## src/ubdc_pkg.sv

```systemverilog
// ----------------------------------------------------------------------------
// ubdc_pkg
// shared widths, constants and types for the baud divisor calculator
// ----------------------------------------------------------------------------
package ubdc_pkg;

  localparam int CLK_W      = 28;
  localparam int BAUD_W     = 24;
  localparam int WORD_W     = 16;
  localparam int MANT_W     = 12;
  localparam int FRAC_W     = 4;
  localparam int REM_W      = 7;

  // 25 * clk needs five more bits than the clock field
  localparam int NUM_W      = CLK_W + 5;
  localparam int QUO_W      = NUM_W;
  localparam int SCALED_W   = QUO_W - 1;
  localparam int DIV_STAGES = QUO_W;

  localparam int SCALE_NUM  = 25;
  localparam int HUNDRED    = 100;
  localparam int ROUND_HALF = 50;

  // floor(x / 100) = (x * RECIP100) >> RECIP_SHIFT for any 32-bit x
  localparam logic [31:0] RECIP100    = 32'h51EB_851F;
  localparam int          RECIP_SHIFT = 37;
  localparam int          PROD_W      = 64;

  // floor(y / 100) = (y * FRAC_RECIP) >> FRAC_SHIFT for y below 2048
  localparam int          Y_W         = 11;
  localparam logic [10:0] FRAC_RECIP  = 11'd1311;
  localparam int          FRAC_SHIFT  = 17;
  localparam int          FPROD_W     = 22;

  localparam logic [WORD_W-1:0] WORD_ZERO_BAUD = 16'hFFFF;

  // per-item mode bits that ride along the pipeline
  typedef struct packed {
    logic by8;
    logic zero_baud;
  } ubdc_side_t;

endpackage

```

## src/ubdc_div_pipe.sv

```systemverilog
// ----------------------------------------------------------------------------
// ubdc_div_pipe
// pipelined restoring divider, one quotient bit per stage
// ----------------------------------------------------------------------------
module ubdc_div_pipe (
  input  logic                        clk,
  input  logic                        rst_n,
  input  logic                        in_valid,
  output logic                        in_ready,
  input  logic [ubdc_pkg::NUM_W-1:0]  in_num,
  input  logic [ubdc_pkg::BAUD_W-1:0] in_den,
  input  ubdc_pkg::ubdc_side_t        in_side,
  output logic                        out_valid,
  input  logic                        out_ready,
  output logic [ubdc_pkg::QUO_W-1:0]  out_quo,
  output ubdc_pkg::ubdc_side_t        out_side
);
  import ubdc_pkg::*;

  logic                  v_r    [DIV_STAGES];
  logic [BAUD_W-1:0]     rem_r  [DIV_STAGES];
  logic [NUM_W-1:0]      nq_r   [DIV_STAGES];
  logic [BAUD_W-1:0]     den_r  [DIV_STAGES];
  ubdc_side_t            side_r [DIV_STAGES];

  logic                  src_v    [DIV_STAGES];
  logic [BAUD_W-1:0]     src_rem  [DIV_STAGES];
  logic [NUM_W-1:0]      src_nq   [DIV_STAGES];
  logic [BAUD_W-1:0]     src_den  [DIV_STAGES];
  ubdc_side_t            src_side [DIV_STAGES];

  logic [DIV_STAGES:0]   rdy;

  assign rdy[DIV_STAGES] = out_ready;
  assign in_ready        = rdy[0];

  for (genvar i = 0; i < DIV_STAGES; i++) begin : g_stage
    logic [BAUD_W:0]   trial;
    logic              ge;
    logic [BAUD_W:0]   diff;
    logic [BAUD_W-1:0] rem_nxt;
    logic [NUM_W-1:0]  nq_nxt;

    if (i == 0) begin : g_head
      assign src_v[i]    = in_valid;
      assign src_rem[i]  = '0;
      assign src_nq[i]   = in_num;
      assign src_den[i]  = in_den;
      assign src_side[i] = in_side;
    end else begin : g_body
      assign src_v[i]    = v_r[i-1];
      assign src_rem[i]  = rem_r[i-1];
      assign src_nq[i]   = nq_r[i-1];
      assign src_den[i]  = den_r[i-1];
      assign src_side[i] = side_r[i-1];
    end

    assign rdy[i] = ~v_r[i] | rdy[i+1];

    // bring down the next numerator bit, subtract when it fits
    always_comb begin
      trial   = {src_rem[i], src_nq[i][NUM_W-1]};
      diff    = trial - {1'b0, src_den[i]};
      ge      = (trial >= {1'b0, src_den[i]});
      rem_nxt = ge ? diff[BAUD_W-1:0] : trial[BAUD_W-1:0];
      nq_nxt  = {src_nq[i][NUM_W-2:0], ge};
    end

    always_ff @(posedge clk) begin
      if (!rst_n) begin
        v_r[i] <= 1'b0;
      end else if (rdy[i]) begin
        v_r[i] <= src_v[i];
      end
      if (rdy[i]) begin
        rem_r[i]  <= rem_nxt;
        nq_r[i]   <= nq_nxt;
        den_r[i]  <= src_den[i];
        side_r[i] <= src_side[i];
      end
    end
  end

  assign out_valid = v_r[DIV_STAGES-1];
  assign out_quo   = nq_r[DIV_STAGES-1];
  assign out_side  = side_r[DIV_STAGES-1];

endmodule

```

## src/uart_baud_divisor_calc_core.sv

```systemverilog
// ----------------------------------------------------------------------------
// uart_baud_divisor_calc_core
// fractional baud-rate divisor word from bus clock, baud rate and mode
// ----------------------------------------------------------------------------
//
// channel  direction  tdata                                   tuser
// -------  ---------  --------------------------------------  -------------------------
// in_      slave      [27:0] slow clk, [55:28] fast clk,      [0] on_fast_bus,
//                     [79:56] baud_rate                       [1] oversample_by_8
// out_     master     [15:0] divisor_word                     -
//
// one transaction accepted per cycle unless a stalled output backs up the pipeline;
// stages: one input stage, 33 divider stages (one quotient bit each), the
// divide-by-100 multiply stage, the remainder stage and the output register
// every stage has its own valid bit and a ready that chains combinationally
// through every later stage, so a stalled output keeps filling empty stages and
// nothing is lost or repeated
// rst_n (synchronous, active low) clears the valid bits only
//
module uart_baud_divisor_calc_core (
  input  logic                         clk,
  input  logic                         rst_n,
  // slave side: [27:0] slow_bus_clock_hz, [55:28] fast_bus_clock_hz,
  // [79:56] baud_rate
  input  logic                         in_tvalid,
  output logic                         in_tready,
  input  logic [79:0]                  in_tdata,
  // [0] on_fast_bus, [1] oversample_by_8
  input  logic [1:0]                   in_tuser,
  // master side: [15:0] divisor_word
  output logic                         out_tvalid,
  input  logic                         out_tready,
  output logic [ubdc_pkg::WORD_W-1:0]  out_tdata
);
  import ubdc_pkg::*;

  // input field unpacking
  logic [CLK_W-1:0]  slow_clk;
  logic [CLK_W-1:0]  fast_clk;
  logic [BAUD_W-1:0] baud;
  logic              on_fast;
  logic              by8;

  assign slow_clk = in_tdata[CLK_W-1:0];
  assign fast_clk = in_tdata[2*CLK_W-1:CLK_W];
  assign baud     = in_tdata[2*CLK_W+BAUD_W-1:2*CLK_W];
  assign on_fast  = in_tuser[0];
  assign by8      = in_tuser[1];

  // stage 0: select clock and scale by 25
  logic              s0_v_r;
  logic [NUM_W-1:0]  s0_num_r;
  logic [BAUD_W-1:0] s0_den_r;
  ubdc_side_t        s0_side_r;
  logic [CLK_W-1:0]  clk_sel;
  logic [NUM_W-1:0]  num_nxt;
  ubdc_side_t        side_nxt;
  logic              div_in_ready;

  assign clk_sel   = on_fast ? fast_clk : slow_clk;
  assign num_nxt   = NUM_W'(clk_sel) * NUM_W'(SCALE_NUM);
  assign side_nxt  = '{by8: by8, zero_baud: (baud == '0)};
  assign in_tready = ~s0_v_r | div_in_ready;

  always_ff @(posedge clk) begin
    if (!rst_n) begin
      s0_v_r <= 1'b0;
    end else if (in_tready) begin
      s0_v_r <= in_tvalid;
    end
    if (in_tready) begin
      s0_num_r  <= num_nxt;
      s0_den_r  <= baud;
      s0_side_r <= side_nxt;
    end
  end

  // 25*clk / baud; the extra /2 or /4 is a shift of the quotient
  logic             div_v;
  logic [QUO_W-1:0] div_quo;
  ubdc_side_t       div_side;
  logic             m_rdy;

  ubdc_div_pipe u_div (
    .clk       (clk),
    .rst_n     (rst_n),
    .in_valid  (s0_v_r),
    .in_ready  (div_in_ready),
    .in_num    (s0_num_r),
    .in_den    (s0_den_r),
    .in_side   (s0_side_r),
    .out_valid (div_v),
    .out_ready (m_rdy),
    .out_quo   (div_quo),
    .out_side  (div_side)
  );

  // mantissa stage: scaled / 100 by reciprocal multiply
  logic                m_v_r;
  logic [MANT_W-1:0]   m_mant_r;
  logic [REM_W-1:0]    m_low_r;
  ubdc_side_t          m_side_r;
  logic [SCALED_W-1:0] scaled;
  logic [PROD_W-1:0]   m_prod;
  logic                r_rdy;

  assign scaled = div_side.by8 ? div_quo[QUO_W-1:1] : {1'b0, div_quo[QUO_W-1:2]};
  assign m_prod = PROD_W'(scaled) * PROD_W'(RECIP100);
  assign m_rdy  = ~m_v_r | r_rdy;

  always_ff @(posedge clk) begin
    if (!rst_n) begin
      m_v_r <= 1'b0;
    end else if (m_rdy) begin
      m_v_r <= div_v;
    end
    if (m_rdy) begin
      // only the low 12 mantissa bits survive the 16-bit word
      m_mant_r <= m_prod[RECIP_SHIFT +: MANT_W];
      // the remainder is below 100, so it only needs the low bits
      m_low_r  <= scaled[REM_W-1:0];
      m_side_r <= div_side;
    end
  end

  // remainder stage: scaled - 100 * mantissa, taken mod 128
  logic               r_v_r;
  logic [MANT_W-1:0]  r_mant_r;
  logic [REM_W-1:0]   r_rem_r;
  ubdc_side_t         r_side_r;
  logic [REM_W-1:0]   mant_x100;
  logic [REM_W-1:0]   rem_nxt;
  logic               o_rdy;

  assign mant_x100 = REM_W'(m_mant_r[REM_W-1:0] * REM_W'(HUNDRED));
  assign rem_nxt   = m_low_r - mant_x100;
  assign r_rdy     = ~r_v_r | o_rdy;

  always_ff @(posedge clk) begin
    if (!rst_n) begin
      r_v_r <= 1'b0;
    end else if (r_rdy) begin
      r_v_r <= m_v_r;
    end
    if (r_rdy) begin
      r_mant_r <= m_mant_r;
      r_rem_r  <= rem_nxt;
      r_side_r <= m_side_r;
    end
  end

  // output stage: rounded fraction and word assembly
  logic                 out_tvalid_r;
  logic [WORD_W-1:0]    out_tdata_r;
  logic [Y_W-1:0]       frac_y;
  logic [FPROD_W-1:0]   frac_prod;
  logic [FRAC_W-1:0]    frac_raw;
  logic [FRAC_W-1:0]    frac;
  logic [WORD_W-1:0]    word_nxt;

  always_comb begin
    // rem * 8 or rem * 16, plus one half for rounding
    frac_y    = (r_side_r.by8 ? {1'b0, r_rem_r, 3'b000} : {r_rem_r, 4'b0000})
                + Y_W'(ROUND_HALF);
    frac_prod = FPROD_W'(frac_y) * FPROD_W'(FRAC_RECIP);
    frac_raw  = frac_prod[FRAC_SHIFT +: FRAC_W];
    // carry out of the fraction is dropped by the mask
    frac      = r_side_r.by8 ? {1'b0, frac_raw[2:0]} : frac_raw;
    word_nxt  = r_side_r.zero_baud ? WORD_ZERO_BAUD : {r_mant_r, frac};
  end

  assign o_rdy = ~out_tvalid_r | out_tready;

  always_ff @(posedge clk) begin
    if (!rst_n) begin
      out_tvalid_r <= 1'b0;
    end else if (o_rdy) begin
      out_tvalid_r <= r_v_r;
    end
    if (o_rdy) begin
      out_tdata_r <= word_nxt;
    end
  end

  assign out_tvalid = out_tvalid_r;
  assign out_tdata  = out_tdata_r;

endmodule
```

## config.mk

```make
export PLATFORM = sky130hd
export DESIGN_NAME = uart_baud_divisor_calc_core
export DESIGN_NICKNAME = d
export VERILOG_FILES = /design/src/ubdc_pkg.sv /design/src/ubdc_div_pipe.sv /design/src/uart_baud_divisor_calc_core.sv
export SDC_FILE = /design/constraint.sdc
export NUM_CORES = 2
export LEC_CHECK = 0
export ABC_AREA = 1
export BUFFER_PORTS_ARGS = -buffer_cell sky130_fd_sc_hd__buf_2
export CAP_MARGIN = 20
export CELL_PAD_IN_SITES_DETAIL_PLACEMENT = 1
export CELL_PAD_IN_SITES_GLOBAL_PLACEMENT = 1
export CORE_UTILIZATION = 45
export CTS_BUF_LIST = sky130_fd_sc_hd__clkbuf_8
export DETAILED_ROUTE_END_ITERATION = 10
export GPL_ROUTABILITY_DRIVEN = 0
export HOLD_SLACK_MARGIN = 0.05
export PLACE_DENSITY_LB_ADDON = 0.1
export REMOVE_ABC_BUFFERS = 1
export SKIP_CTS_REPAIR_TIMING = 1
export SYNTH_ARGS = -nofsm -noshare
export SYNTH_HDL_FRONTEND = slang
export SYNTH_SLANG_ARGS = --single-unit
```

## constraint.sdc

```tcl
create_clock -name clk -period 38.5 [get_ports clk]
set_clock_uncertainty 0.05 [all_clocks]
set_input_delay 3.85 -clock clk [delete_from_list [all_inputs] [get_ports clk]]
set_output_delay 3.85 -clock clk [all_outputs]
set_load 0.05 [all_outputs]
```

==> summary.txt <==
1st-pass router iterations -> 5
drt drc -> 0
vias post-DR -> 86.8k
crit path DAT -> 12.46 ns
Reg-to-Reg Start -> out_tvalid
crit share post-route -> 42.5%
post-synth top area cell -> edfxtp_1
WHS Endpoint -> u_div.nq_r[2][10]
number of synthesized flops with an enable pin -> 2758
Die Height -> 565 um
largest net degree at the start of global routing -> 85
crit path from -> out_tready
core box area -> 0.315 mm^2
RSZ-0062 raised after global routing -> no
# IOs -> 104
Worst slew margin -> 24.8%
CTS tree -> built
Yosys reg bits -> 2763
Worst Hold Launch -> u_div.nq_r[1][42]
hold-critical path depth -> 0
Syn Inst Count -> 11.9k
layout cell share with drive strength beyond 1 -> 7.06%
Main synth FF type -> edfxtp_1
Die X -> 565 um
cells on worst reg2reg path -> 23
CTS H-tree depth -> 5
status -> finished clean
Max-cap violations -> 0
hpwl dp -> 261000 um
Setup crit end kind -> output port
port buffer count -> 103
Critical Path Most Common Cell -> nand4_4
syn avg cell area -> 12.0 um^2
Fin. Hold Viols -> 0
CTS sink cnt -> 2763
main area contributors after synthesis -> edfxtp_1 58%, ha_1 11%, fa_1 6.1%, inv_1 5.0%, a21oi_1 4.4%
All-Layer GR Usage -> 21.1%
CTS root buffer -> clkbuf_8
slowest stage cell, crit path -> nand3_4
asr flop ratio synth -> 0%
ANT nets after route -> 0
number of CTS-inserted buffers -> 454
antenna violations before repair -> 13
mapped cell area -> 0.143 mm^2
global route total overflow -> 0
detailed-route wire length -> 337000 um
FP Rows -> 206
die area -> 0.320 mm^2
worst slew pin tran -> 1.13 ns
Initial DRC Count -> 4347
pins over their slew limit -> 0
Bufs on Longest Clock Path -> 4
Initial Util -> 45.3%
Final setup viols -> 0
Area Growth Syn to Fin -> 10.4%
fmax -> 61.1 MHz
Crit Reg-Reg Endpoint -> u_div.rem_r[0][16]
Yosys warnings -> 0
vias in the first global route -> 93.5k
CP cell instances -> buf_2, inv_2, nand3_2, nor2_4, nand4_4, nor2_4, nand4_4, nor2_1, nand4_4, nor2_2, nand4_4, nor2_1, nand4_4, nor2_2, nand4_4, nor2_4, nand4_4, nor2_4, nand4_4, nor2_4, nand3_4, buf_2
crit start category -> input port
Seq/Total Area, Yosys -> 58.0%
WL/cell -> 20.0 um
Filler cells -> 33.0k
routed vias/inst -> 5.14
first-pass GRT wire length -> 525000 um
post-synth cell types -> 53
Yosys top cell area share -> 58.0%
Crit path required time -> 34.60 ns
reg-to-reg slack, setup -> 28.71 ns
Clk Latency, worst-skew pair -> 1.10 ns
Hold WC Path Type -> reg -> reg
Clock transition at path regs -> 0.06 ns
Final TNS setup -> 0 ns
Layout Nets -> 14.1k
slowest stage delay, CP -> 0.66 ns
fin crit period -> 16.36 ns
CP Class -> in -> out
Worst Path Max Fanout -> 60
## per-stage QoR
stage / util (%) / setup slack [ns] / std cells / hold WS, ns / cell area, um^2
floorplan: - / 13.86 / 11700 / 0.350 / 142000
global placement: 47.2 / 22.21 / 16000 / 0.350 / 149000
detailed placement: 47.2 / 21.76 / 16000 / 0.355 / 149000
CTS: 49.9 / 21.83 / 16900 / 0.283 / 158000
global route: 50.0 / 21.19 / 16900 / 0.291 / 158000
finish: 50.0 / 22.14 / 16900 / 0.293 / 158000
## cells in the final DEF (no fill, tap or decap), drive strengths merged, types with 22 or more instances in the layout
cell type,count
clkinv,215
xor2,284
nor4,41
xnor2,442
o21ai,546
clkbuf,460
inv,2043
nand4,105
bufinv,25
a21oi,1263
a31oi,50
nand3,268
edfxtp,2758
nand2,1292
nor2,773
or2,22
o21bai,48
ha,1212
buf,190
a211oi,30
fa,432
nor3,45
## worst max path at each step
stage,endpoint,slack [ns],cells past startpoint
after CTS,in_tready,21.83,22
after floorplan,in_tready,13.86,20
after detailed placement,in_tready,21.76,22
after global routing,in_tready,21.19,22
final,in_tready,22.14,22
after global placement,in_tready,22.21,22
## kinds of logic (layout without fill, tap and decap cells)
kind of cell               count (synthesis)  in the layout  share of synthesized area [%]
DFF                                     2763           2763                           58.0
and+or+nand+nor                         2561           2561                           7.51
buffers and inverters                   2108           2942                           5.57
AOI/OAI and AO/OA                       2065           2065                           7.70
adders and majority gates               1644           1644                           16.7
xor gates and xnor gates                 726            726                           4.45
muxes                                      7              7                         0.0552
other                                      0              6                              0
## routing by layer
| metal | wire length, um | GRT usage, % | vias up |
|---|---|---|---|
| met2 | 172000 | 37.8 | 1211 |
| met1 | 146000 | 26.4 | 43000 |
| met3 | 9960 | 2.43 | 521 |
| met5 | 27 | 0 | - |
| li1 | - | - | 42000 |
| met4 | 10200 | 6.83 | 4 |
## sequential cells by signal (all words and copies together), names as in the netlist
name / cells
m_low_r: 7
m_side_r: 2
out_tdata: 16
u_div.v_r: 33
r_rem_r: 7
out_tvalid: 1
u_div.nq_r: 1056
r_v_r: 1
m_mant_r: 12
u_div.side_r: 66
s0_v_r: 1
r_side_r: 2
u_div.rem_r: 744
s0_side_r: 2
m_v_r: 1
u_div.den_r: 744
s0_num_r: 32
s0_den_r: 24
r_mant_r: 12
## final cells by class
| class | instances | area, um^2 | share of cell area (%) |
|---|---|---|---|
| Sequential cell | 2763 | 82900 | 52.6 |
| Multi-Input combinational cell | 7003 | 52300 | 33.2 |
| Inverter | 1936 | 7290 | 4.62 |
| Clock buffer | 460 | 6330 | 4.02 |
| Tap cell | 4160 | 5200 | 3.30 |
| Clock inverter | 356 | 2320 | 1.47 |
| Timing Repair Buffer | 190 | 1270 | 0.803 |
| Antenna cell | 6 | 15.0 | 0.00952 |
## critical path, delay by kind of cell
family	cells	cell delay (ns)
AND/OR/NAND/NOR	19	7.78
buffers and inverters	3	0.71
## synth_stat cells (all sizes together) (2+ instances only)
master / n
edfxtp: 2758
xor2: 284
inv: 1935
mux2: 7
o21ai: 546
a2111oi: 14
xnor2: 442
nor3: 45
o221ai: 20
nor3b: 3
o211ai: 10
nor4: 41
a21o: 12
a211oi: 30
o311ai: 13
fa: 432
o31ai: 17
buf: 53
nand2: 1292
dfxtp: 5
or4: 8
and2: 2
o21bai: 48
a21boi: 15
o41ai: 2
ha: 1212
nand3: 268
a21oi: 1263
a221o: 6
clkbuf: 119
or2: 22
nand4: 105
o21a: 9
nor2: 773
a221oi: 8
a31oi: 50
Power is left out: the tool's default activity adds up to more than one toggle a clock period on the data nets, which glitch-free logic cannot reach.
